[src/design/catmull_rom_to_bezier_unit_defines.svh]
// Assertion helpers used by the curve loader.
`ifndef CATMULL_ROM_TO_BEZIER_UNIT_DEFINES_SVH
`define CATMULL_ROM_TO_BEZIER_UNIT_DEFINES_SVH

// Same-cycle implication, disabled while reset is asserted.
`define CRB_ASSERT_SAME(label, clk, rst_n, pre, post, msg) \
    label: assert property (@(posedge clk) disable iff (!rst_n) (pre) |-> (post)) \
        else $error(msg);

// Next-cycle implication, disabled while reset is asserted.
`define CRB_ASSERT_NEXT(label, clk, rst_n, pre, post, msg) \
    label: assert property (@(posedge clk) disable iff (!rst_n) (pre) |=> (post)) \
        else $error(msg);

`endif

[src/design/crb_pkg.sv]
package crb_pkg;

    // Default coordinate width, signed Q16.16.
    localparam int COORD_WIDTH_DEF = 32;

    // Tangent scale register: unsigned Q0.16.
    localparam int SCALE_WIDTH = 16;
    localparam int FRAC_BITS   = 16;
    localparam logic [SCALE_WIDTH-1:0] SCALE_RESET = 16'd10923;

    // Point kinds within one curve.
    localparam logic [1:0] KIND_START = 2'd0;
    localparam logic [1:0] KIND_CTRL1 = 2'd1;
    localparam logic [1:0] KIND_CTRL2 = 2'd2;
    localparam logic [1:0] KIND_END   = 2'd3;

    // Control that travels with each point down the pipeline.
    typedef struct packed {
        logic [1:0] kind;
        logic       item_done;
        logic       set_done;
    } t_pt_ctrl;

endpackage

[src/design/crb_scale_stage.sv]
module crb_scale_stage #(
    parameter int COORD_WIDTH = crb_pkg::COORD_WIDTH_DEF
) (
    input  logic                                i_clk,
    input  logic                                i_rst_n,
    input  logic                                i_valid,
    output logic                                o_ready,
    input  logic [2:0][COORD_WIDTH-1:0]         i_base,
    input  logic [2:0][COORD_WIDTH-1:0]         i_mnd,
    input  logic [2:0][COORD_WIDTH-1:0]         i_sbt,
    input  crb_pkg::t_pt_ctrl                   i_ctrl,
    input  logic [crb_pkg::SCALE_WIDTH-1:0]     i_scale,
    input  logic                                i_down_ready,
    output logic                                o_valid,
    output logic [2:0][COORD_WIDTH-1:0]         o_base,
    output logic [2:0][COORD_WIDTH:0]           o_scaled,
    output crb_pkg::t_pt_ctrl                   o_ctrl
);

    localparam int ProdWidth = COORD_WIDTH + crb_pkg::SCALE_WIDTH + 2;

    logic                             r_valid;
    logic [2:0][COORD_WIDTH-1:0]      r_base;
    logic [2:0][COORD_WIDTH:0]        r_scaled;
    crb_pkg::t_pt_ctrl                r_ctrl;
    logic [2:0][COORD_WIDTH:0]        n_scaled;
    logic                             load;

    // Per axis: difference, times the scale, floor of the Q0.16 product.
    for (genvar g = 0; g < 3; g++) begin : g_axis
        logic signed [COORD_WIDTH:0] diff;
        logic signed [ProdWidth-1:0] prod;

        assign diff = $signed({i_mnd[g][COORD_WIDTH-1], i_mnd[g]})
                    - $signed({i_sbt[g][COORD_WIDTH-1], i_sbt[g]});
        assign prod = diff * $signed({1'b0, i_scale});
        assign n_scaled[g] = prod[COORD_WIDTH+crb_pkg::FRAC_BITS:crb_pkg::FRAC_BITS];
    end

    assign o_ready = !r_valid || i_down_ready;
    assign load    = i_valid && o_ready;

    // Stage valid.
    always_ff @(posedge i_clk) begin
        if (!i_rst_n) begin
            r_valid <= 1'b0;
        end else if (o_ready) begin
            r_valid <= i_valid;
        end
    end

    // Stage payload.
    always_ff @(posedge i_clk) begin
        if (load) begin
            r_base   <= i_base;
            r_scaled <= n_scaled;
            r_ctrl   <= i_ctrl;
        end
    end

    assign o_valid  = r_valid;
    assign o_base   = r_base;
    assign o_scaled = r_scaled;
    assign o_ctrl   = r_ctrl;

endmodule

[config.mk]
export PLATFORM = sky130hd
export DESIGN_NAME = crb_scale_stage
export DESIGN_NICKNAME = d
export VERILOG_FILES = /design/src/design/catmull_rom_to_bezier_unit_defines.svh /design/src/design/crb_pkg.sv /design/src/design/crb_scale_stage.sv
export SDC_FILE = /design/constraint.sdc
export NUM_CORES = 2
export LEC_CHECK = 0
export BUFFER_PORTS_ARGS = -buffer_cell sky130_fd_sc_hd__buf_2
export CAP_MARGIN = 20
export CORE_ASPECT_RATIO = 0.5
export CORE_MARGIN = 3
export CORE_UTILIZATION = 55
export DETAILED_ROUTE_END_ITERATION = 6
export GPL_TIMING_DRIVEN = 1
export PLACE_DENSITY = 0.78
export SYNTH_ARGS = -nofsm -noshare
export SYNTH_HDL_FRONTEND = slang
export SYNTH_SLANG_ARGS = --single-unit
[constraint.sdc]
create_clock -name i_clk -period 14.3 [get_ports i_clk]
set_input_delay 2.86 -clock i_clk [delete_from_list [all_inputs] [get_ports i_clk]]
set_output_delay 2.86 -clock i_clk [all_outputs]
set_load 0.1 [all_outputs]
# Word level (Yosys, flattened, before mapping)
# Cells that the tools add are included.
# word_totals
register_bits,200
input_bits,312
output_inout_bits,201
# classes
add_sub_neg,3
multipliers,3
reduce_logical,3
# ops
cell,count
$mul A33 B17 Y49,3
$sub A32 B32 Y33,3
$logic_and A1 B1 Y1,1
$logic_not A1 Y1,1
$logic_or A1 B1 Y1,1

# Logic depth before layout (Yosys ltp)
# logic_depth
depth_word,3
depth_mapped,35
ltp_nobuf,33

# Worst setup path before layout
# OpenSTA, ideal clock, no wires.
# synth_timing
path_kind,input to register
from,input port i_mnd[0] (netlist bit)
to,"register r_scaled (netlist bit o_scaled[32]), data pin"
setup_ns,0.271
t_arrival_ns,10.723
setup_slack_ns,3.306
stages,31
path_buffers,2
path_cell_list,inv_1 ha_1 fa_1 nor2b_1 o21ai_0 a21oi_1 o21ai_0 a211o_1 a211oi_2 nor3_1 o21a_1 clkbuf_1 and2_1 fa_1 fa_1 clkbuf_1 xnor2_1 xnor2_1 fa_1 fa_1 inv_1 fa_1 inv_1 ha_1 a21o_1 a21oi_1 o21ai_0 o41ai_2 nor2_1 a2111oi_0 xnor2_1
# synth_via
elab_chain_cells,2
# synth_rtl
element,line,rtl
from (decl),crb_scale_stage.sv:9,"input logic [2:0][COORD_WIDTH-1:0] i_mnd,"
$sub A32 B32 Y33,crb_scale_stage.sv:35,"- $signed({i_sbt[g][COORD_WIDTH-1], i_sbt[g]});"
$mul A33 B17 Y49,crb_scale_stage.sv:36,"assign prod = diff * $signed({1'b0, i_scale});"
via g_axis[0].prod[48],crb_scale_stage.sv:32,logic signed [ProdWidth-1:0] prod;
to (signal assigned),crb_scale_stage.sv:56,r_scaled <= n_scaled;
to (decl),crb_scale_stage.sv:24,logic [2:0][COORD_WIDTH:0] r_scaled;
# The timed path passes the listed nets, and every way through them passes these cells.
# A chain may end at the register's enable or synchronous reset.

# Final worst setup path
# layout_timing
from,input port i_mnd[0] (netlist bit)
to,"register r_scaled (netlist bit o_scaled[31]), data pin"
# The elaborated chain is that of the path after synthesis.

==> metrics.csv <==
metric,value,unit
Worst R2R Start,o_valid$_SDFFE_PN0N_,
clk root buf,clkbuf_16,
Post-DRT Antenna Nets,0,
Syn Inst Count,7372,
sequential-to-total area share from yosys stat,0.0897,
Setup CP Type,in2reg,
clock buffer depth,2,
"area leader, netlist",fa_1,
crit start category,input port,
final hold viol count,0,
CTS resizes,0,
total grt overflow,0,
Ys Warns,0,
Skew-Pair Late Insertion Delay,0.56,ns
final wirelength,177000,µm
Nets,9881,
cell family with most CP delay,adder cells,
"Min Clock Period, post-route",12.83,ns
share of post-route cells with drive strength above 1,0.0970,
synthesized area,0.0668,mm²
total vias in the final route,51200,
CTS tree,built,
reg2reg path depth,4,
clock slew at reported path FFs,0.10,ns
"Net Count, Synth",9598,
port bufs,512,
Final period util,0.897,
Clock Skews,0.0185,ns
post-synth cell types,93,
flop and latch count out of synthesis,200,
DR WL/cell,19.1,µm
ys flop type,edfxtp_1,
die span in y,252,µm
Final Setup Violations,0,
post-route setup TNS,0,ns
async set-reset flop share out of synthesis,0,
detailed-route DRC error count,0,
Hold Path Cell Cnt,2,
CTS Sinks,200,
vias in the first global route,53600,
Critical path origin,i_mnd[0],
unrepaired setup endpoints after global routing,no,
Max Cap Violations,0,
Initial DRC Count,4201,
Row Count,89,
Detail Placement HPWL,139000,µm
largest net degree at the start of global routing,127,
Synth top cells by count,"1,887 x inv_1, 1,474 x fa_1, 881 x nand2_1, 626 x and2_1, 440 x ha_1",
Crit path arrival time,13.15,ns
Critical-path top delay cell,a211oi_1,
starting density of the core,0.560,
first-pass GRT wire length,284000,µm
"count leader, synth",inv_1,
worst stage delay on the critical path,1.05,ns
antenna violations before repair,11,
drt pass-1 iters,6,
fmax,77.9,MHz
cell mode on critical path,fa_1,
DP Worst Slack,1.52,ns
Num CTS Buffers,17,
RePlAce Congestion,0.969,
number of synthesized flops with an enable pin,199,
Vias/cell,5.53,
Die X,499,µm
Core Footprint,0.119,mm²
synth top area cells,"fa_1 44%, inv_1 11%, edfxtp_1 8.9%",
Worst Path Required,14.61,ns
"Setup Fix Bufs, Post-CTS",0,
Syn Area/Cell,9.06,µm²
Crit Path Max Fanout,13,
post-cts hold buffer count,0,
status,"complete, no violations",
total track usage,0.287,
CP bufs+invs,7,
area grow syn2layout,7.46,%
"Worst Setup Slack, final",1.47,ns
post-synth top area share,0.442,
worst rel slew slack,0.112,
H-Tree Depth,4,
Slew Limit Fails,0,
Ports,513,
Worst setup EP type,flop,
hold crit path type,reg2reg,
Hold Startpoint,o_valid$_SDFFE_PN0N_,
Tightest Pin Transition,1.32,ns
critical path depth,33,
die area,0.126,mm²
==> cell families after synthesis <==
kind of cell / share of synthesized area
AO/OA/AOI/OAI: 0.0625
XOR/XNOR: 0.0280
adder cells (fa/ha/maj): 0.525
buffers and inverters: 0.126
flip-flops: 0.0897
multiplexers: 0.00779
AND/OR/NAND/NOR: 0.161
==> cell type report <==
cell class                      instances  area (µm²)
Clock buffer                           17         425
Clock inverter                         15         236
Tap cell                             1592        1990
Timing Repair Buffer                  607        3360
Fill cell                           10000       47500
Sequential cell                       200        6000
Antenna cell                            7        17.5
Inverter                             1889        7090
Multi-Input combinational cell       4940       52700
==> through the flow <==
step / area, µm² / hold slack (ns) / util / std cells
6_report: 71800 / 0.546 / 0.602 / 9267
5_1_grt: 71800 / 0.606 / 0.602 / 9266
4_1_cts: 71800 / 0.543 / 0.602 / 9257
3_5_place_dp: 71100 / 0.530 / 0.596 / 9225
3_3_place_gp: 71100 / 0.517 / 0.596 / 9225
2_1_floorplan: 66800 / 1.78 / - / 7372
==> routing by layer <==
| layer | routed length, µm | global-route usage | vias to the layer above |
|---|---|---|---|
| met5 | 16 | 0 | - |
| met4 | 7650 | 0.119 | 2 |
| met3 | 17200 | 0.0608 | 397 |
| met2 | 83600 | 0.468 | 2332 |
| met1 | 68100 | 0.376 | 26000 |
| li1 | - | - | 22500 |
==> worst register-to-register path, delay by kind of cell, from the launching register on <==
family | cells | cell delay (ns)
simple gates | 2 | 0.63
buf+inv | 2 | 1.08
flops | 1 | 0.31
==> sequential cells by signal, indices dropped and copies added (netlist names) <==
signal and count:
o_base 96, o_scaled 99, o_valid 1, o_ctrl 4
==> cell usage in the layout (no fill, tap or decap), types with 9 or more instances in the layout <==
master,n
nor2_1,148
nand4_1,31
and3_1,34
and2_1,625
o21bai_1,23
inv_1,1887
xor2_1,59
a311oi_1,12
mux2i_1,25
a21boi_0,9
buf_2,498
o21a_1,35
o21ai_0,100
nor3_1,46
or2_2,12
buf_4,103
a31oi_1,43
or3_1,23
a21oi_1,155
clkbuf_16,17
fa_1,1474
a21o_1,84
o211ai_1,15
maj3_1,9
xnor2_1,116
nand3_1,88
ha_1,440
a211oi_1,18
o31ai_1,11
or4_1,12
a211o_1,13
nand2b_1,98
xnor2_2,30
nor4_1,20
a31o_2,9
nor2b_1,67
edfxtp_1,199
nor3b_1,27
mux2_2,20
nand2_1,881
==> final timing paths <==
kind	to	slack, ns
worst min register to register	o_valid$_SDFFE_PN0N_	0.55
worst max-delay path	o_scaled[31]$_DFFE_PP_	1.47
worst min-delay path	o_valid$_SDFFE_PN0N_	0.55
worst max register to register	o_scaled[95]$_DFFE_PP_	11.56
Power is left out: the tool's default activity adds up to more than one toggle a clock period on the data nets, which glitch-free logic cannot reach.
