===== config.mk =====
export PLATFORM = sky130hd
export DESIGN_NAME = crb_curve_loader_flat
export DESIGN_NICKNAME = d
export VERILOG_FILES = /design/src/design/crb_pkg.sv /design/src/design/crb_seg_if.sv /design/src/design/crb_curve_loader.sv /design/src/flat_wrapper.sv
export VERILOG_INCLUDE_DIRS = /design/src /design/src/design
export SDC_FILE = /design/constraint.sdc
export NUM_CORES = 1
export LEC_CHECK = 0
export BUFFER_PORTS_ARGS = -buffer_cell sky130_fd_sc_hd__buf_2
export CORE_MARGIN = 4
export CORE_UTILIZATION = 45
export CTS_CLUSTER_DIAMETER = 80
export CTS_CLUSTER_SIZE = 16
export DETAILED_ROUTE_END_ITERATION = 10
export PLACE_DENSITY_LB_ADDON = 0.15
export SYNTH_ARGS = -nofsm -noshare
export SYNTH_HDL_FRONTEND = slang
export SYNTH_SLANG_ARGS = --single-unit

===== constraint.sdc =====
create_clock -name i_clk -period 44.1 [get_ports i_clk]
set_input_delay 4.41 -clock i_clk [delete_from_list [all_inputs] [get_ports i_clk]]
set_output_delay 4.41 -clock i_clk [all_outputs]
set_load 0.02 [all_outputs]

===== src/design/catmull_rom_to_bezier_unit_defines.svh =====
// Assertion helpers used by the curve loader.
`ifndef CATMULL_ROM_TO_BEZIER_UNIT_DEFINES_SVH
`define CATMULL_ROM_TO_BEZIER_UNIT_DEFINES_SVH

// Same-cycle implication, disabled while reset is asserted.
`define CRB_ASSERT_SAME(label, clk, rst_n, pre, post, msg) \
    label: assert property (@(posedge clk) disable iff (!rst_n) (pre) |-> (post)) \
        else $error(msg);

// Next-cycle implication, disabled while reset is asserted.
`define CRB_ASSERT_NEXT(label, clk, rst_n, pre, post, msg) \
    label: assert property (@(posedge clk) disable iff (!rst_n) (pre) |=> (post)) \
        else $error(msg);

`endif


===== src/design/crb_pkg.sv =====
package crb_pkg;

    // Default coordinate width, signed Q16.16.
    localparam int COORD_WIDTH_DEF = 32;

    // Tangent scale register: unsigned Q0.16.
    localparam int SCALE_WIDTH = 16;
    localparam int FRAC_BITS   = 16;
    localparam logic [SCALE_WIDTH-1:0] SCALE_RESET = 16'd10923;

    // Point kinds within one curve.
    localparam logic [1:0] KIND_START = 2'd0;
    localparam logic [1:0] KIND_CTRL1 = 2'd1;
    localparam logic [1:0] KIND_CTRL2 = 2'd2;
    localparam logic [1:0] KIND_END   = 2'd3;

    // Control that travels with each point down the pipeline.
    typedef struct packed {
        logic [1:0] kind;
        logic       item_done;
        logic       set_done;
    } t_pt_ctrl;

endpackage


===== src/design/crb_seg_if.sv =====
interface crb_seg_if #(
    parameter int W = crb_pkg::COORD_WIDTH_DEF
);
    logic                valid;
    logic                ready;
    logic signed [W-1:0] start_x;
    logic signed [W-1:0] start_y;
    logic signed [W-1:0] start_z;
    logic signed [W-1:0] end_x;
    logic signed [W-1:0] end_y;
    logic signed [W-1:0] end_z;
    logic                last_segment;

    modport source (
        output valid, start_x, start_y, start_z, end_x, end_y, end_z, last_segment,
        input  ready
    );
    modport sink (
        input  valid, start_x, start_y, start_z, end_x, end_y, end_z, last_segment,
        output ready
    );
endinterface


===== src/design/crb_curve_loader.sv =====
`include "catmull_rom_to_bezier_unit_defines.svh"

module crb_curve_loader #(
    parameter int COORD_WIDTH = crb_pkg::COORD_WIDTH_DEF
) (
    input  logic                            i_clk,
    input  logic                            i_rst_n,
    crb_seg_if.sink                         i_seg,
    input  logic                            i_down_ready,
    output logic                            o_valid,
    output logic [2:0][COORD_WIDTH-1:0]     o_base,
    output logic [2:0][COORD_WIDTH-1:0]     o_mnd,
    output logic [2:0][COORD_WIDTH-1:0]     o_sbt,
    output crb_pkg::t_pt_ctrl               o_ctrl
);

    typedef logic [2:0][COORD_WIDTH-1:0] t_vec;
    typedef struct packed {
        t_vec p0;
        t_vec p1;
        t_vec p2;
        t_vec p3;
    } t_curve;

    // Segment history.
    t_vec   r_prior_start;
    t_vec   r_prior_end;
    t_vec   r_held_start;
    t_vec   r_held_end;
    logic   r_held_valid;
    logic   r_prior_valid;

    // Job: the curve being issued and an optional final curve behind it.
    logic       r_job_valid;
    logic       r_more;
    logic       r_cur_final;
    logic [1:0] r_kind;
    t_curve     r_cur;
    t_curve     r_nxt;

    t_vec   seg_start;
    t_vec   seg_end;
    t_curve held_curve;
    t_curve final_curve;
    logic   accept;
    logic   issue;
    logic   job_end;

    assign seg_start = {i_seg.start_z, i_seg.start_y, i_seg.start_x};
    assign seg_end   = {i_seg.end_z, i_seg.end_y, i_seg.end_x};

    // The held curve borrows its neighbors only where the endpoints meet.
    always_comb begin
        held_curve.p0 = (r_prior_valid && (r_prior_end == r_held_start)) ?
                        r_prior_start : r_held_start;
        held_curve.p1 = r_held_start;
        held_curve.p2 = r_held_end;
        held_curve.p3 = (r_held_end == seg_start) ? seg_end : r_held_end;

        final_curve.p0 = (r_held_valid && (r_held_end == seg_start)) ?
                         r_held_start : seg_start;
        final_curve.p1 = seg_start;
        final_curve.p2 = seg_end;
        final_curve.p3 = seg_end;
    end

    // Handshake: a new item enters while no job is pending, or once the current job issues its last point.
    assign issue       = r_job_valid && i_down_ready;
    assign job_end     = issue && (r_kind == crb_pkg::KIND_END) && !r_more;
    assign i_seg.ready = !r_job_valid || job_end;
    assign accept      = i_seg.valid && i_seg.ready;

    // Control state.
    always_ff @(posedge i_clk) begin
        if (!i_rst_n) begin
            r_held_valid  <= 1'b0;
            r_prior_valid <= 1'b0;
            r_job_valid   <= 1'b0;
            r_more        <= 1'b0;
            r_cur_final   <= 1'b0;
            r_kind        <= crb_pkg::KIND_START;
        end else if (accept) begin
            r_prior_valid <= r_held_valid && !i_seg.last_segment;
            r_held_valid  <= !i_seg.last_segment;
            r_job_valid   <= r_held_valid || i_seg.last_segment;
            r_more        <= r_held_valid && i_seg.last_segment;
            r_cur_final   <= !r_held_valid;
            r_kind        <= crb_pkg::KIND_START;
        end else if (issue) begin
            if (r_kind == crb_pkg::KIND_END) begin
                if (r_more) begin
                    r_more      <= 1'b0;
                    r_cur_final <= 1'b1;
                    r_kind      <= crb_pkg::KIND_START;
                end else begin
                    r_job_valid <= 1'b0;
                end
            end else begin
                r_kind <= r_kind + 2'd1;
            end
        end
    end

    // Segment and curve payload.
    always_ff @(posedge i_clk) begin
        if (accept) begin
            r_prior_start <= r_held_start;
            r_prior_end   <= r_held_end;
            r_held_start  <= seg_start;
            r_held_end    <= seg_end;
            r_cur         <= r_held_valid ? held_curve : final_curve;
            r_nxt         <= final_curve;
        end else if (issue && (r_kind == crb_pkg::KIND_END) && r_more) begin
            r_cur <= r_nxt;
        end
    end

    // Operands of the current point; start and end points get a zero offset.
    always_comb begin
        o_mnd = '0;
        o_sbt = '0;
        unique case (r_kind)
            crb_pkg::KIND_START: begin
                o_base = r_cur.p1;
            end
            crb_pkg::KIND_CTRL1: begin
                o_base = r_cur.p1;
                o_mnd  = r_cur.p2;
                o_sbt  = r_cur.p0;
            end
            crb_pkg::KIND_CTRL2: begin
                o_base = r_cur.p2;
                o_mnd  = r_cur.p3;
                o_sbt  = r_cur.p1;
            end
            default: begin
                o_base = r_cur.p2;
            end
        endcase
    end

    assign o_valid          = r_job_valid;
    assign o_ctrl.kind      = r_kind;
    assign o_ctrl.item_done = (r_kind == crb_pkg::KIND_END) && !r_more;
    assign o_ctrl.set_done  = (r_kind == crb_pkg::KIND_END) && r_cur_final;

    `CRB_ASSERT_NEXT(a_last_clears_history, i_clk, i_rst_n, accept && i_seg.last_segment, !r_held_valid && !r_prior_valid, "last segment left history valid")
    `CRB_ASSERT_NEXT(a_segment_held, i_clk, i_rst_n, accept && !i_seg.last_segment, r_held_valid, "accepted segment not held")
    `CRB_ASSERT_SAME(a_final_is_last, i_clk, i_rst_n, r_job_valid && r_more, !r_cur_final, "final curve issued before the held curve")

endmodule


===== src/flat_wrapper.sv =====
// flat-port wrapper written by rule: the top's interface ports become plain ports
module crb_curve_loader_flat 
#(
    parameter int COORD_WIDTH = crb_pkg::COORD_WIDTH_DEF
)
  (i_clk, i_rst_n, i_down_ready, o_valid, o_base, o_mnd, o_sbt, o_ctrl, i_seg_valid, i_seg_start_x, i_seg_start_y, i_seg_start_z, i_seg_end_x, i_seg_end_y, i_seg_end_z, i_seg_last_segment, i_seg_ready);
  crb_seg_if i_seg_i ();
  input  logic i_clk;
  input  logic i_rst_n;
  input  logic i_down_ready;
  output logic o_valid;
  output logic [2:0][COORD_WIDTH-1:0] o_base;
  output logic [2:0][COORD_WIDTH-1:0] o_mnd;
  output logic [2:0][COORD_WIDTH-1:0] o_sbt;
  output crb_pkg::t_pt_ctrl o_ctrl;
  input wire logic [$bits(i_seg_i.valid)-1:0] i_seg_valid;
  input wire logic [$bits(i_seg_i.start_x)-1:0] i_seg_start_x;
  input wire logic [$bits(i_seg_i.start_y)-1:0] i_seg_start_y;
  input wire logic [$bits(i_seg_i.start_z)-1:0] i_seg_start_z;
  input wire logic [$bits(i_seg_i.end_x)-1:0] i_seg_end_x;
  input wire logic [$bits(i_seg_i.end_y)-1:0] i_seg_end_y;
  input wire logic [$bits(i_seg_i.end_z)-1:0] i_seg_end_z;
  input wire logic [$bits(i_seg_i.last_segment)-1:0] i_seg_last_segment;
  output wire logic [$bits(i_seg_i.ready)-1:0] i_seg_ready;
  assign i_seg_i.valid = i_seg_valid;
  assign i_seg_i.start_x = i_seg_start_x;
  assign i_seg_i.start_y = i_seg_start_y;
  assign i_seg_i.start_z = i_seg_start_z;
  assign i_seg_i.end_x = i_seg_end_x;
  assign i_seg_i.end_y = i_seg_end_y;
  assign i_seg_i.end_z = i_seg_end_z;
  assign i_seg_i.last_segment = i_seg_last_segment;
  assign i_seg_ready = i_seg_i.ready;
  crb_curve_loader #(.COORD_WIDTH(COORD_WIDTH)) u_core (.i_clk(i_clk), .i_rst_n(i_rst_n), .i_seg(i_seg_i), .i_down_ready(i_down_ready), .o_valid(o_valid), .o_base(o_base), .o_mnd(o_mnd), .o_sbt(o_sbt), .o_ctrl(o_ctrl));
endmodule

==> Yosys cells after proc, flatten, opt, wreduce, memory -nomap -nowiden <==
Cells that the tools add are included.
{ "totals": {"regBits": 871, "wordCells": 92, "input_bits": 197, "output_inout_bits": 294} }
{ "classes": {"n_eq_ne": 7, "n_mux": 22, "addsub": 1, "n_reduce_logical": 28, "n_bitwise": 1} }
{ "ops": {"columns": ["cell", "count"], "rows": [
  ["$mux W384", 3],
  ["$mux W96", 4],
  ["$pmux W96 S2", 2],
  ["$eq A96 B96 Y1", 2],
  ["$logic_and A1 B1 Y1", 11],
  ["$mux W1", 11],
  ["$reduce_bool A2 Y1", 4],
  ["$reduce_and A3 Y1", 2],
  ["$eq A2 B2 Y1 const B", 2],
  ["$logic_not A1 Y1", 4],
  ["$mux W2", 2],
  ["$reduce_and A2 Y1", 2],
  ["$reduce_or A2 Y1", 2],
  ["$add A2 B1 Y2 const B", 1],
  ["$eq A2 B1 Y1 const B", 1],
  ["$logic_not A2 Y1", 1],
  ["$logic_or A1 B1 Y1", 2],
  ["$ne A2 B1 Y1 const B", 1],
  ["$ne A2 B2 Y1 const B", 1],
  ["$not A1 Y1", 1]
]} }

==> Logic depth before layout (Yosys ltp) <==
{ "depth": {"word_depth": 7, "mapped_depth": 11, "mapped_depth_nobuf": 9} }

==> Worst setup path after synthesis <==
No wires, ideal clock.
{ "synth_path": {"kind": "input -> register", "startpoint": "input port i_down_ready", "endpoint": "register u_core.r_cur[0] (netlist name) (enable)", "stages": 2, "t_arrival_ns": 31.273, "setup_time_ns": 1.665, "path_slack_ns": 11.161, "path_buffers": 0, "required_ns": 42.435, "path_cell_list": "nand3_1 -> o21ai_0"} }
{ "synth_via": {"elab_chain_len": 6, "word_cells_on_any_way": 7, "classes_between": "reduce/logical: 7"} }
{ "synth_lines": {"columns": ["item", "line_no", "rtl"], "rows": [
  ["from (decl)", "flat_wrapper.sv:10", "input logic i_down_ready;"],
  ["$logic_and A1 B1 Y1 (*)", "crb_curve_loader.sv:68", "assign issue = r_job_valid && i_down_ready;"],
  ["$logic_and A1 B1 Y1 (*)", "crb_curve_loader.sv:69, crb_curve_loader.sv:113", null],
  ["$logic_and A1 B1 Y1", "crb_curve_loader.sv:69", "assign job_end = issue && (r_kind == crb_pkg::KIND_END) && !r_more;"],
  ["$logic_or A1 B1 Y1", "crb_curve_loader.sv:70", "assign i_seg.ready = !r_job_valid || job_end;"],
  ["$logic_and A1 B1 Y1", "crb_curve_loader.sv:71", "assign accept = i_seg.valid && i_seg.ready;"],
  ["$reduce_bool A2 Y1 (no source line) (*)", null, null],
  ["to (signal assigned)", "crb_curve_loader.sv:111", "r_cur <= r_held_valid ? held_curve : final_curve;"],
  ["to (signal assigned)", "crb_curve_loader.sv:114", "r_cur <= r_nxt;"],
  ["to (decl)", "crb_curve_loader.sv:38", "t_curve r_cur;"]
]} }
Every way passes the cells marked *; elsewhere a longest branch is shown, timed or not.
A chain may end at the register's enable or synchronous reset.

==> Final worst setup path <==
{ "layout_path": {"startpoint": "input port i_down_ready", "endpoint": "output port i_seg_ready"} }
{ "layout_via": {"elab_chain_len": 4} }
{ "layout_lines": {"columns": ["item", "line_no", "rtl"], "rows": [
  ["$logic_and A1 B1 Y1", "crb_curve_loader.sv:68", null],
  ["$logic_and A1 B1 Y1 (2 in a row)", "crb_curve_loader.sv:69", null],
  ["$logic_or A1 B1 Y1", "crb_curve_loader.sv:70", null],
  ["to (decl)", "flat_wrapper.sv:24", "output wire logic [$bits(i_seg_i.ready)-1:0] i_seg_ready;"]
]} }
No other way between the ends.

==> impl_metrics.tcl <==
set metrics [dict create \
    gr-usage-all-layers_pct 27.0 \
    fin_util_pct 51.4 \
    routed_via_density 5.86 \
    drive_gt1_share_pct 26.6 \
    grt_max_degree 149 \
    cts_tree "built" \
    rr_worst_depth 11 \
    synth-edff-count 864 \
    ys_seq_area_share_pct 66.2 \
    p_per_area_nw_per_um2 39.6 \
    slew_viol_final 0 \
    synthCells 2909 \
    hp-class "flop to flop" \
    instances_no_fill 4516 \
    portBuffers 490 \
    cts_sinks 871 \
    fin_setup_tns_ns 0 \
    layout_min_cycle_time_ns 9.32 \
    grt_pass1_wl_mm 185 \
    fin_worst_skew_ns 0.0193 \
    synth-main-ff-cell "edfxtp_1" \
    core_area_um2 86900 \
    grt_remaining_overflow 0 \
    ant_nets 0 \
    clk_path_buf_depth 3 \
    crit_path_max_fanout 3 \
    first_pass_iters 5 \
    route.detailed.drc 0 \
    crit_type "primary input to primary output" \
    p_total_mw 1.77 \
    clk_latency_ns 0.65 \
    endpoint "i_seg_ready" \
    r2r_end "u_core.r_cur[269]" \
    routed_wl_mm 130 \
    fp.dieH_um 304 \
    dp_cells 4415 \
    fp-row-count 108 \
    antenna_found_initial 35 \
    status "finished, final reports clean" \
    cts_resized 0 \
    cap_violations 0 \
    rsz0062_at_grt "false" \
    crit_path_start "i_down_ready" \
    tightest_slew_ns 1.17 \
    fp.dieW_um 304 \
    final_cell_area_um2 44700 \
    hold_buffers 0 \
    initial_utilization_pct 45.4 \
    r2r_start "u_core.r_kind[1]" \
    post_cts_buffers 0 \
    cp-end-kind "primary output" \
    io_pins 491 \
    dpl.hpwl_mm 87.5 \
    post_drt_wl_per_cell_um 28.9 \
    startpoint_type "primary input" \
    fmax_mhz 107 \
    placed_cell_area_um2 42900 \
    r2r_slack_ns 38.48 \
    relSlewSlack_pct 21.7 \
    syn_avg_cell_area_um2 13.6 \
    initialDrtViolationCount 2864 \
    vias 26500 \
    ys_types 41 \
    nNetsFinal 3524 \
    synthArstFlopShare_pct 0 \
    cts_buffers 61 \
    final_common_cell "edfxtp_1" \
    gp_congestion 0.920 \
    area_growth_pct 13.3 \
    syn_area_um2 39400 \
    grt_pass1_vias 26200 \
    crit_required_ns 39.69 \
    die_area_um2 92400 \
    root_buffer "clkbuf_16" \
    ys_ff_latch 871 \
    yosysWarnings 0 \
    final_cell_mix "edfxtp_1 (864), nand2_1 (638), buf_2 (490)" \
    setup-violations-final 0 \
    p_leak_nw 15.9 \
    finalHoldViolCount 0 \
    synth_nets 3110 \
    htreeDepth 2 \
    ir_worst_vdd_mv 0.0306 \
    fin_crit_sh_pct 21.1 \
    cp.arrival_ns 4.91 \
    clkTransAtPathRegs_ns 0.08 \
]
-- how the worst min path moves through the flow --
stage	from	endpoint	depth (start not counted)	slack, ns
global route	u_core.r_nxt[246]	u_core.r_prior_start[54]	0	0.52
CTS	u_core.r_prior_valid	u_core.r_prior_valid	2	0.49
finish	u_core.r_prior_valid	u_core.r_prior_valid	2	0.49
detailed placement	u_core.r_prior_valid	u_core.r_prior_valid	2	0.47
floorplan	u_core.r_prior_valid	u_core.r_prior_valid	2	0.44
global placement	u_core.r_prior_valid	u_core.r_prior_valid	2	0.47
-- worst max-delay path: stages --
cell     delay [ns]
buf_2          0.10
nand2_1        0.05
nand2_1        0.15
buf_2          0.19
-- metrics by stage --
step | worst slack, ns | hold slack, ns
floorplan | 11.16 | 0.437
global placement | 34.78 | 0.474
detailed placement | 34.78 | 0.475
CTS | 34.78 | 0.487
global route | 34.74 | 0.525
finish | 34.78 | 0.492
-- synth_stat cells, types with 5 or more instances --
cell       count  area [um^2]
a2111o_1       9          101
a22oi_1      193         1450
buf_1          7         26.3
buf_2         10         50.1
buf_4          6         45.0
clkbuf_1     141          529
dfxtp_1        7          140
edfxtp_1     864        25900
inv_1         36          135
mux2_2       289         3250
mux2i_1       96          961
nand2_1      642         2410
nand2b_1      15         93.8
nand4_1       32          200
nor2b_1      224         1400
nor4_1        23          144
o2111ai_1      5         43.8
o211ai_1      95          713
o21ai_0       24          120
o22ai_1        9         56.3
xnor2_1      105          920
xor2_1        39          342
-- cell families after synthesis --
kind of cell / synth area share (%)
AO/OA/AOI/OAI: 6.67
XOR/XNOR: 3.20
adder cells (fa/ha/maj): 0.127
buffers and inverters: 2.23
flip-flops: 66.2
multiplexers: 10.7
AND/OR/NAND/NOR: 10.9
-- metal layers --
| layer | GRT usage [%] | vias to the layer above | part of all wire, % |
|---|---|---|---|
| met5 | 0.724 | - | 0.14 |
| met1 | 36.0 | 13600 | 41 |
| met2 | 44.5 | 1084 | 48 |
| li1 | - | 11500 | - |
| met4 | 8.13 | 16 | 3.1 |
| met3 | 5.83 | 196 | 7.7 |
-- area by class of cell --
class	count	area (um^2)
inverters	36	143
repair buffers	520	2690
diodes	18	45.0
well taps	1155	1450
flip-flops and latches	871	26100
fillers	7565	42200
clock buffers	77	1640
multi-input cells	1833	12600
clock inverters	6	41.3
-- where the power goes --
part	internal (mW)	total [mW]	switching [mW]
clock network	0.258	0.539	0.280
logic	0.0644	0.200	0.135
registers	0.992	1.03	0.0401
-- state kept, by name (all words and copies together) (netlist names) --
signal / count
u_core.r_prior_valid: 1
u_core.r_held_valid: 1
u_core.r_cur: 384
u_core.r_nxt: 288
u_core.r_more: 1
u_core.o_valid: 1
u_core.r_prior_end: 96
u_core.r_prior_start: 96
u_core.r_kind: 2
u_core.r_cur_final: 1
Note: power is estimated with default switching activity, not from simulation.
