--- src/design/catmull_rom_to_bezier_unit_defines.svh ---
// Assertion helpers used by the curve loader.
`ifndef CATMULL_ROM_TO_BEZIER_UNIT_DEFINES_SVH
`define CATMULL_ROM_TO_BEZIER_UNIT_DEFINES_SVH

// Same-cycle implication, disabled while reset is asserted.
`define CRB_ASSERT_SAME(label, clk, rst_n, pre, post, msg) \
    label: assert property (@(posedge clk) disable iff (!rst_n) (pre) |-> (post)) \
        else $error(msg);

// Next-cycle implication, disabled while reset is asserted.
`define CRB_ASSERT_NEXT(label, clk, rst_n, pre, post, msg) \
    label: assert property (@(posedge clk) disable iff (!rst_n) (pre) |=> (post)) \
        else $error(msg);

`endif

--- src/design/crb_pkg.sv ---
package crb_pkg;

    // Default coordinate width, signed Q16.16.
    localparam int COORD_WIDTH_DEF = 32;

    // Tangent scale register: unsigned Q0.16.
    localparam int SCALE_WIDTH = 16;
    localparam int FRAC_BITS   = 16;
    localparam logic [SCALE_WIDTH-1:0] SCALE_RESET = 16'd10923;

    // Point kinds within one curve.
    localparam logic [1:0] KIND_START = 2'd0;
    localparam logic [1:0] KIND_CTRL1 = 2'd1;
    localparam logic [1:0] KIND_CTRL2 = 2'd2;
    localparam logic [1:0] KIND_END   = 2'd3;

    // Control that travels with each point down the pipeline.
    typedef struct packed {
        logic [1:0] kind;
        logic       item_done;
        logic       set_done;
    } t_pt_ctrl;

endpackage

--- src/design/crb_point_if.sv ---
interface crb_point_if #(
    parameter int W = crb_pkg::COORD_WIDTH_DEF
);
    logic                valid;
    logic                ready;
    logic signed [W-1:0] point_x;
    logic signed [W-1:0] point_y;
    logic signed [W-1:0] point_z;
    logic [1:0]          point_kind;
    logic                item_done;
    logic                set_done;

    modport source (
        output valid, point_x, point_y, point_z, point_kind, item_done, set_done,
        input  ready
    );
    modport sink (
        input  valid, point_x, point_y, point_z, point_kind, item_done, set_done,
        output ready
    );
endinterface

--- src/design/crb_point_out.sv ---
module crb_point_out #(
    parameter int COORD_WIDTH = crb_pkg::COORD_WIDTH_DEF
) (
    input  logic                            i_clk,
    input  logic                            i_rst_n,
    input  logic                            i_valid,
    output logic                            o_ready,
    input  logic [2:0][COORD_WIDTH-1:0]     i_base,
    input  logic [2:0][COORD_WIDTH:0]       i_scaled,
    input  crb_pkg::t_pt_ctrl               i_ctrl,
    crb_point_if.source                     o_pt
);

    logic                           r_valid;
    logic [2:0][COORD_WIDTH-1:0]    r_point;
    crb_pkg::t_pt_ctrl              r_ctrl;
    logic [2:0][COORD_WIDTH-1:0]    n_point;
    logic                           load;
    logic                           subtract;

    assign subtract = (i_ctrl.kind == crb_pkg::KIND_CTRL2);

    // Per axis: add or subtract the offset, then clamp to the coordinate range.
    for (genvar g = 0; g < 3; g++) begin : g_axis
        logic signed [COORD_WIDTH+1:0] base_ext;
        logic signed [COORD_WIDTH+1:0] off_ext;
        logic signed [COORD_WIDTH+1:0] sum;
        logic                          over;

        assign base_ext = $signed({{2{i_base[g][COORD_WIDTH-1]}}, i_base[g]});
        assign off_ext  = $signed({i_scaled[g][COORD_WIDTH], i_scaled[g]});
        assign sum      = subtract ? (base_ext - off_ext) : (base_ext + off_ext);
        assign over     = (sum[COORD_WIDTH+1] != sum[COORD_WIDTH])
                       || (sum[COORD_WIDTH] != sum[COORD_WIDTH-1]);
        assign n_point[g] = !over ? sum[COORD_WIDTH-1:0] :
                            sum[COORD_WIDTH+1] ? {1'b1, {(COORD_WIDTH-1){1'b0}}} :
                                                 {1'b0, {(COORD_WIDTH-1){1'b1}}};
    end

    assign o_ready = !r_valid || o_pt.ready;
    assign load    = i_valid && o_ready;

    // Output valid.
    always_ff @(posedge i_clk) begin
        if (!i_rst_n) begin
            r_valid <= 1'b0;
        end else if (o_ready) begin
            r_valid <= i_valid;
        end
    end

    // Output payload.
    always_ff @(posedge i_clk) begin
        if (load) begin
            r_point <= n_point;
            r_ctrl  <= i_ctrl;
        end
    end

    assign o_pt.valid      = r_valid;
    assign o_pt.point_x    = r_point[0];
    assign o_pt.point_y    = r_point[1];
    assign o_pt.point_z    = r_point[2];
    assign o_pt.point_kind = r_ctrl.kind;
    assign o_pt.item_done  = r_ctrl.item_done;
    assign o_pt.set_done   = r_ctrl.set_done;

endmodule

--- src/flat_wrapper.sv ---
// flat-port wrapper written by rule: the top's interface ports become plain ports
module crb_point_out_flat 
#(
    parameter int COORD_WIDTH = crb_pkg::COORD_WIDTH_DEF
)
  (i_clk, i_rst_n, i_valid, o_ready, i_base, i_scaled, i_ctrl, o_pt_valid, o_pt_point_x, o_pt_point_y, o_pt_point_z, o_pt_point_kind, o_pt_item_done, o_pt_set_done, o_pt_ready);
  crb_point_if o_pt_i ();
  input  logic i_clk;
  input  logic i_rst_n;
  input  logic i_valid;
  output logic o_ready;
  input  logic [2:0][COORD_WIDTH-1:0] i_base;
  input  logic [2:0][COORD_WIDTH:0] i_scaled;
  input  crb_pkg::t_pt_ctrl i_ctrl;
  output wire logic [$bits(o_pt_i.valid)-1:0] o_pt_valid;
  output wire logic [$bits(o_pt_i.point_x)-1:0] o_pt_point_x;
  output wire logic [$bits(o_pt_i.point_y)-1:0] o_pt_point_y;
  output wire logic [$bits(o_pt_i.point_z)-1:0] o_pt_point_z;
  output wire logic [$bits(o_pt_i.point_kind)-1:0] o_pt_point_kind;
  output wire logic [$bits(o_pt_i.item_done)-1:0] o_pt_item_done;
  output wire logic [$bits(o_pt_i.set_done)-1:0] o_pt_set_done;
  input wire logic [$bits(o_pt_i.ready)-1:0] o_pt_ready;
  assign o_pt_valid = o_pt_i.valid;
  assign o_pt_point_x = o_pt_i.point_x;
  assign o_pt_point_y = o_pt_i.point_y;
  assign o_pt_point_z = o_pt_i.point_z;
  assign o_pt_point_kind = o_pt_i.point_kind;
  assign o_pt_item_done = o_pt_i.item_done;
  assign o_pt_set_done = o_pt_i.set_done;
  assign o_pt_i.ready = o_pt_ready;
  crb_point_out #(.COORD_WIDTH(COORD_WIDTH)) u_core (.i_clk(i_clk), .i_rst_n(i_rst_n), .i_valid(i_valid), .o_ready(o_ready), .i_base(i_base), .i_scaled(i_scaled), .i_ctrl(i_ctrl), .o_pt(o_pt_i));
endmodule
--- config.mk ---
export PLATFORM = sky130hd
export DESIGN_NAME = crb_point_out_flat
export DESIGN_NICKNAME = d
export VERILOG_FILES = /design/src/design/catmull_rom_to_bezier_unit_defines.svh /design/src/design/crb_pkg.sv /design/src/design/crb_point_if.sv /design/src/design/crb_point_out.sv /design/src/flat_wrapper.sv
export SDC_FILE = /design/constraint.sdc
export NUM_CORES = 1
export LEC_CHECK = 0
export BUFFER_PORTS_ARGS = -buffer_cell sky130_fd_sc_hd__buf_4
export CAP_MARGIN = 15
export CELL_PAD_IN_SITES_DETAIL_PLACEMENT = 1
export CELL_PAD_IN_SITES_GLOBAL_PLACEMENT = 2
export CORE_ASPECT_RATIO = 0.6
export CORE_MARGIN = 4
export CORE_UTILIZATION = 25
export DETAILED_ROUTE_END_ITERATION = 12
export PLACE_DENSITY = 0.7
export SLEW_MARGIN = 20
export SYNTH_ARGS = -nofsm -noshare
export SYNTH_HDL_FRONTEND = slang
export SYNTH_SLANG_ARGS = --single-unit
--- constraint.sdc ---
create_clock -name i_clk -period 5.2 [get_ports i_clk]
set_input_delay 0.26 -clock i_clk [delete_from_list [all_inputs] [get_ports i_clk]]
set_output_delay 0.26 -clock i_clk [all_outputs]
set_load 0.005 [all_outputs]
# Word level (Yosys, flattened, before mapping)
# Cells that the tools add are included.
# W data, S select, Z words.
[op_classes] reduce_logical=6 add_sub_neg=6 eq_ne=7 muxes=9
[ops] op="$mux W32" count=6
[ops] op="$add A32 B33 Y34" count=3
[ops] op="$mux W34" count=3
[ops] op="$sub A32 B33 Y34" count=3
[ops] op="$ne A1 B1 Y1" count=6
[ops] op="$logic_or A1 B1 Y1" count=4
[ops] op="$eq A2 B2 Y1 const B" count=1
[ops] op="$logic_and A1 B1 Y1" count=1
[ops] op="$logic_not A1 Y1" count=1
[totals] word_cells=35 inputBits=203 reg_bits=101 output_inout_bits=102

# Longest topological paths before layout
# Gate-level depths: netlist of the first run.
[logic_depth] depth_word=5 mapped_depth=22

# Least setup slack after synthesis of the first run
# Ideal clock, no wire load.
[synth_timing] path_kind="in2reg" start="input i_scaled[4] (netlist name)" end="register u_core.r_point, in the netlist u_core.o_pt.point_x[11] (data pin)" setup_time_ns=0.270 stages=17 n_path_buf=2 t_arrival_ns=4.375 slack_ns=0.556 cell_sequence="or4_4 > nor4_4 > nor4b_1 > a21oi_1 > xnor2_1 > ha_1 > clkbuf_1 > nand4_1 > or4_1 > a311oi_1 > nor3_1 > o31a_1 > o41ai_2 > xor2_1 > o211ai_1 > clkbuf_1 > o21ai_0"
[synth_lines] element="start: declaration" line="flat_wrapper.sv:13" source="input logic [2:0][COORD_WIDTH:0] i_scaled;"
[synth_lines] element="end signal: assignment" line="crb_point_out.sv:55" source="r_point <= n_point;"
[synth_lines] element="end: declaration" line="crb_point_out.sv:15" source="logic [2:0][COORD_WIDTH-1:0] r_point;"

==> flow_metrics.tcl, run 1 <==
set metrics [dict create \
    cts_buffers 9 \
    fp.dieW_um 282 \
    crit_required_ns 5.31 \
    num_vias 11600 \
    first_pass_iters 5 \
    gp_congestion 0.867 \
    peakVddDrop_mv 0.144 \
    hp-class "in -> reg" \
    hold_viol 0 \
    drv_slew 0 \
    first_iter_violations 610 \
    gr-usage-all-layers_pct 19.2 \
    slew-limit-headroom_pct 45.3 \
    area_delta_synth_final_pct 32.3 \
    die_area_mm2 0.0485 \
    synthTopCellsByArea "edfxtp_1 (27%), ha_1 (11%), xnor2_1 (7.8%)" \
    status "completed" \
    nets 1986 \
    grt_pass1_wl_um 71500 \
    crit_fanout 31 \
    final_cell_mix "buf_4 (360), o21ai_0 (166), a21oi_1 (133), nor2_1 (110), nand2_1 (106)" \
    syn_inst 1357 \
    antenna_found_initial 3 \
    setup.worst_path.end_class "flop" \
    yosys_warnings 0 \
    yosys_most_used_dff "edfxtp_1" \
    min_from "i_ctrl[0]" \
    cts_tree "yes" \
    cts_sinks 101 \
    h-tree-depth 3 \
    start_kind "input pin" \
    synth_area_per_cell_um2 8.28 \
    drive_gt1_share_pct 23.6 \
    worstPathArrival_ns 4.97 \
    rsz0062_at_grt "false" \
    max_slew.worst_pin.slew_ns 0.820 \
    cts_root_buf "clkbuf_16" \
    clkLatencyLatePin_ns 0.39 \
    portBuffers 304 \
    clockBufferDepth 2 \
    ios 305 \
    clk_pin_slew_ns 0.08 \
    period_needed_ns 4.86 \
    synth_cell_types 71 \
    wl_um 47600 \
    final_cells 2265 \
    ys_seq_area_share_pct 26.9 \
    antenna_left 0 \
    grt_pass1_vias 11700 \
    fin_skew_ns 0.0160 \
    setup_viol 0 \
    synth-edff-count 100 \
    crit_type "in -> reg" \
    ys_ff_latch 101 \
    hold_buffers 0 \
    p_per_area_mw_per_mm2 293 \
    placedCellCount 2246 \
    finalCritPeriodShare_pct 93.4 \
    synth_top_area_share_pct 26.7 \
    r2r_start "u_core.o_pt.valid$_SDFFE_PN0N_" \
    start_util_pct 25.6 \
    syn_area_mm2 0.0112 \
    wl_per_cell_um 21.0 \
    coreArea_mm2 0.0438 \
    die_h_um 172 \
    crit_path_start "i_scaled[4]" \
    max_freq_mhz 206 \
    drv_cap 0 \
    p_leak_uw 0.00623 \
    drc 0 \
    grt_overflow_total 0 \
    synth_async_sr_flop_share_pct 0 \
    layout_commonest_cell "buf_4" \
    detail_route.vias_per_cell 5.11 \
    dp_hpwl_um 40000 \
    placementRows 59 \
    yosysTopAreaCell "edfxtp_1" \
    setup_tns_ns 0 \
    grt_max_degree 52 \
    syn_nets 1665 \
]
routing by layer:
layer / GRT usage, % / vias to the layer above / routed length [um]
li1: - / 5691 / -
met1: 28.6 / 5587 / 24200
met2: 29.1 / 255 / 20700
met3: 3.08 / 34 / 2080
met4: 4.25 / 0 / 718
met5: 0 / - / 0
state kept, by name (all words and copies together) (netlist names):
name                    count
u_core.o_pt.item_done       1
u_core.o_pt.point_kind      2
u_core.o_pt.point_x        32
u_core.o_pt.point_y        32
u_core.o_pt.point_z        32
u_core.o_pt.set_done        1
u_core.o_pt.valid           1
synth_stat cells (all sizes together) (18+ instances only):
cell,count
o21ai,167
a21oi,133
nor2,110
nand2,106
ha,102
edfxtp,100
xnor2,100
xor2,84
clkbuf,45
inv,44
a21o,36
nand4,26
nor3,22
o31ai,20
nand2b,18
report_power, final:
group          total [uW]  switching, uW  internal, uW
registers            1260           62.9          1200
logic                2290           1280          1010
clock network         812            373           439
path summary, 6_finish.rpt:
check	cells after the start	slack, ns	to
worst max-delay path	19	0.34	u_core.o_pt.point_x[7]$_DFFE_PP_
worst min-delay path	1	0.05	u_core.o_pt.set_done$_DFFE_PP_
worst max register to register	3	2.95	u_core.o_pt.point_z[8]$_DFFE_PP_
worst min register to register	2	0.55	u_core.o_pt.valid$_SDFFE_PN0N_
through the flow:
stage / util, % / total power [uW] / hold WS, ns / setup WS, ns / cell area, um2
2_1_floorplan: - / 2530 / 0.359 / 0.556 / 11200
3_3_place_gp: 33.1 / 3540 / 0.441 / 0.176 / 14500
3_5_place_dp: 33.1 / 3570 / 0.440 / 0.0453 / 14500
4_1_cts: 33.9 / 4420 / 0.0208 / 0.355 / 14900
5_1_grt: 33.9 / 4680 / 0.0253 / 0.0554 / 14900
6_report: 33.9 / 4360 / 0.0498 / 0.345 / 14900
layout make-up:
| type | count | area [um2] |
|---|---|---|
| antenna | 3 | 7.51 |
| inverter | 44 | 165 |
| sequential | 101 | 3020 |
| tap | 579 | 724 |
| clock inverter | 5 | 82.6 |
| timing repair buffer | 364 | 2780 |
| clock buffer | 11 | 243 |
| multi-input combinational | 1158 | 7840 |
| fill | 5241 | 29000 |
repair_timing:
| item | in CTS | in global routing |
|---|---|---|
| buffers inserted | 0 | 0 |
| setup endpoints to repair | 0 | 26 |
| gates resized for setup | 0 | 1 |
logic make-up (layout without fill, tap and decap cells):
group,count (synthesis),in the layout,synth area share [%]
AOI/OAI and AO/OA,485,485,26.3
xor gates and xnor gates,184,184,14.3
adders and majority gates,105,105,11.9
buffers and inverters,98,424,3.52
DFF,101,101,26.9
muxes,1,1,0.0891
other,0,3,0
and+or+nand+nor,383,383,17.0
worst max-delay path: stages:
cell and delay, ns:
buf_4 0.12, or4_4 0.57, nor4_4 0.22, buf_4 0.19, nand3b_1 0.14, nor3b_1 0.49
nor2_1 0.11, xnor2_1 0.15, ha_1 0.30, nand4_1 0.13, or4_1 0.49, a311oi_1 0.28
nor3_1 0.13, o31a_1 0.32, o41ai_2 0.25, xor2_1 0.15, o211ai_1 0.29, buf_12 0.22
o21ai_0 0.13
Power figures use the tool's default switching activity.
==> run 2, diff against run 1 <==
==> constraint.sdc (replaced) <==
create_clock -name i_clk -period 5.2 [get_ports i_clk]
set_input_delay 1.04 -clock i_clk [delete_from_list [all_inputs] [get_ports i_clk]]
set_output_delay 1.04 -clock i_clk [all_outputs]
set_load 0.005 [all_outputs]
==> flow_metrics.tcl, run 2 (synthesis gave the netlist of run 1 again) <==
set metrics [dict create \
    p_leak_uw 0.00755 \
    r2r-end "u_core.o_pt.point_x[2]$_DFFE_PP_" \
    first_iter_violations 627 \
    worst-r2r-cell-count 3 \
    p_per_area_mw_per_mm2 280 \
    start_kind "input pin" \
    peakVddDrop_mv 0.133 \
    clk_pin_slew_ns 0.07 \
    status "finished, violations left" \
    wl_um 51100 \
    drc 0 \
    period_needed_ns 5.57 \
    hp-class "reg -> reg" \
    placementRows 59 \
    fp.dieW_um 282 \
    hold_end "u_core.o_pt.valid$_SDFFE_PN0N_" \
    antenna_found_initial 3 \
    clkLatencyLatePin_ns 0.39 \
    setup_viol 31 \
    path_delay_family "simple AND/OR/NAND/NOR gates" \
    dp_slack_ns -0.803 \
    min_from "u_core.o_pt.valid$_SDFFE_PN0N_" \
    drive_gt1_share_pct 35.5 \
    grt_pass1_vias 13000 \
    violations "negative setup slack" \
    gr-usage-all-layers_pct 20.3 \
    portBuffers 304 \
    crit_type "in -> reg" \
    hold_viol 0 \
    hold_ws_ns 0.559 \
    dpl_cell_area_mm2 0.0163 \
    worst_slack_ns -0.373 \
    cts_sinks 101 \
    ios 305 \
    drv_slew 0 \
    whs_path_depth 2 \
    detail_route.vias_per_cell 5.01 \
    crit_cells 21 \
    drv_cap 0 \
    finalCritPeriodShare_pct 107 \
    cts_root_buf "clkbuf_16" \
    cts_buffers 9 \
    fin_skew_ns 0.0144 \
    clockBufferDepth 2 \
    coreArea_mm2 0.0438 \
    antenna_left 0 \
    crit_path_max_incr_delay_ns 0.55 \
    die_h_um 172 \
    die_area_mm2 0.0485 \
    fin_area_mm2 0.0171 \
    crit_required_ns 5.32 \
    first_pass_iters 6 \
    crit_chain "buf_6 > or4_4 > nor4_4 > buf_4 > nand3b_1 > nor3b_4 > nor2_1 > xnor2_1 > ha_1 > nand4_1 > or4_4 > a311oi_4 > nor3_4 > o31a_1 > o41ai_2 > xor2_1 > o211ai_1 > buf_4 > buf_8 > buf_12 > o21ai_1" \
    crit_fanout 8 \
    nets 2235 \
    area_delta_synth_final_pct 52.1 \
    start_util_pct 25.6 \
    grt_pass1_wl_um 76200 \
    cts_tree "yes" \
    slew-limit-headroom_pct 51.6 \
    rrSetupSlack_ns 3.33 \
    rsz0062_at_grt "true" \
    wl_per_cell_um 20.3 \
    layout_commonest_cell "buf_4" \
    num_vias 12600 \
    path_buf_inv 5 \
    grt_max_degree 42 \
    gp_congestion 0.908 \
    multi_input_area_mm2 0.00809 \
    r2r_start "u_core.o_pt.valid$_SDFFE_PN0N_" \
    final_cell_mix "buf_4 (596), o21ai_0 (144), a21oi_1 (129), nor2_1 (108), nand2_1 (104)" \
    h-tree-depth 3 \
    worstPathArrival_ns 5.69 \
    regArea_mm2 0.00302 \
    max_freq_mhz 179 \
    grt_overflow_total 0 \
    setup.worst_path.end_class "flop" \
    max_slew.worst_pin.slew_ns 0.715 \
    dp_hpwl_um 42600 \
    crit_slowest_cell "or4_4" \
    fillCellCount 5296 \
]
==> run 2: area by class of cell <==
type | count | share of cell area (%)
diodes | 3 | 0.0439
clock buffers | 9 | 1.32
clock inverters | 6 | 0.381
inverters | 44 | 0.966
multi-input cells | 1158 | 47.3
flip-flops and latches | 101 | 17.7
well taps | 579 | 4.24
repair buffers | 613 | 28.0
==> run 2: how the worst max path moves through the flow <==
stage / start / to / slack, ns
after floorplan: i_scaled[4] / u_core.o_pt.point_x[2]$_DFFE_PP_ / 0.007
after global placement: i_scaled[4] / u_core.o_pt.point_x[3]$_DFFE_PP_ / -0.44
after detailed placement: i_scaled[4] / u_core.o_pt.point_x[11]$_DFFE_PP_ / -0.80
after CTS: i_scaled[4] / u_core.o_pt.point_x[24]$_DFFE_PP_ / -0.18
after global routing: i_scaled[4] / u_core.o_pt.point_x[4]$_DFFE_PP_ / -0.56
final: i_scaled[4] / u_core.o_pt.point_x[6]$_DFFE_PP_ / -0.37
==> run 2: worst reg2reg max path, cell delays in order (launching register included) <==
cell      delay [ns]
dfxtp_1         0.32
nand2b_1        0.11
and2_4          0.47
buf_4           0.55
==> run 2: routing by layer <==
layer / GRT usage, % / wire length (um) / share of wire, % / up-vias
met5: 0 / 0 / 0 / -
met4: 4.09 / 725 / 1.4 / 0
met1: 29.4 / 25600 / 50 / 6137
met3: 3.12 / 1860 / 3.6 / 30
met2: 32.3 / 22900 / 45 / 224
li1: - / - / - / 6190
==> run 2: per-stage QoR <==
step           total power [uW]  utilization (%)  TNS, ns  std cells
2_1_floorplan              2530                -        0       1357
3_3_place_gp               3810             37.2   -31.51       2473
3_5_place_dp               3860             37.2   -45.56       2473
4_1_cts                    4760             38.4    -4.76       2503
5_1_grt                    5130             39.0   -16.55       2513
6_report                   4780             39.0   -10.32       2513
==> run 2: power breakdown <==
| group | internal (uW) | total (uW) | switching, uW |
|---|---|---|---|
| Combinational | 1340 | 2790 | 1440 |
| Sequential | 1200 | 1260 | 62.7 |
| Clock | 371 | 740 | 368 |
| Total | 2910 | 4780 | 1870 |
==> run 2: repair_timing <==
item / CTS / global route
endpoints found under the setup margin: 62 / 93
gates resized for setup: 39 / 38
cloned: 2 / 1
setup buffers: 13 / 6
pin swaps: 3 / 8
hold buffers: 0 / 0
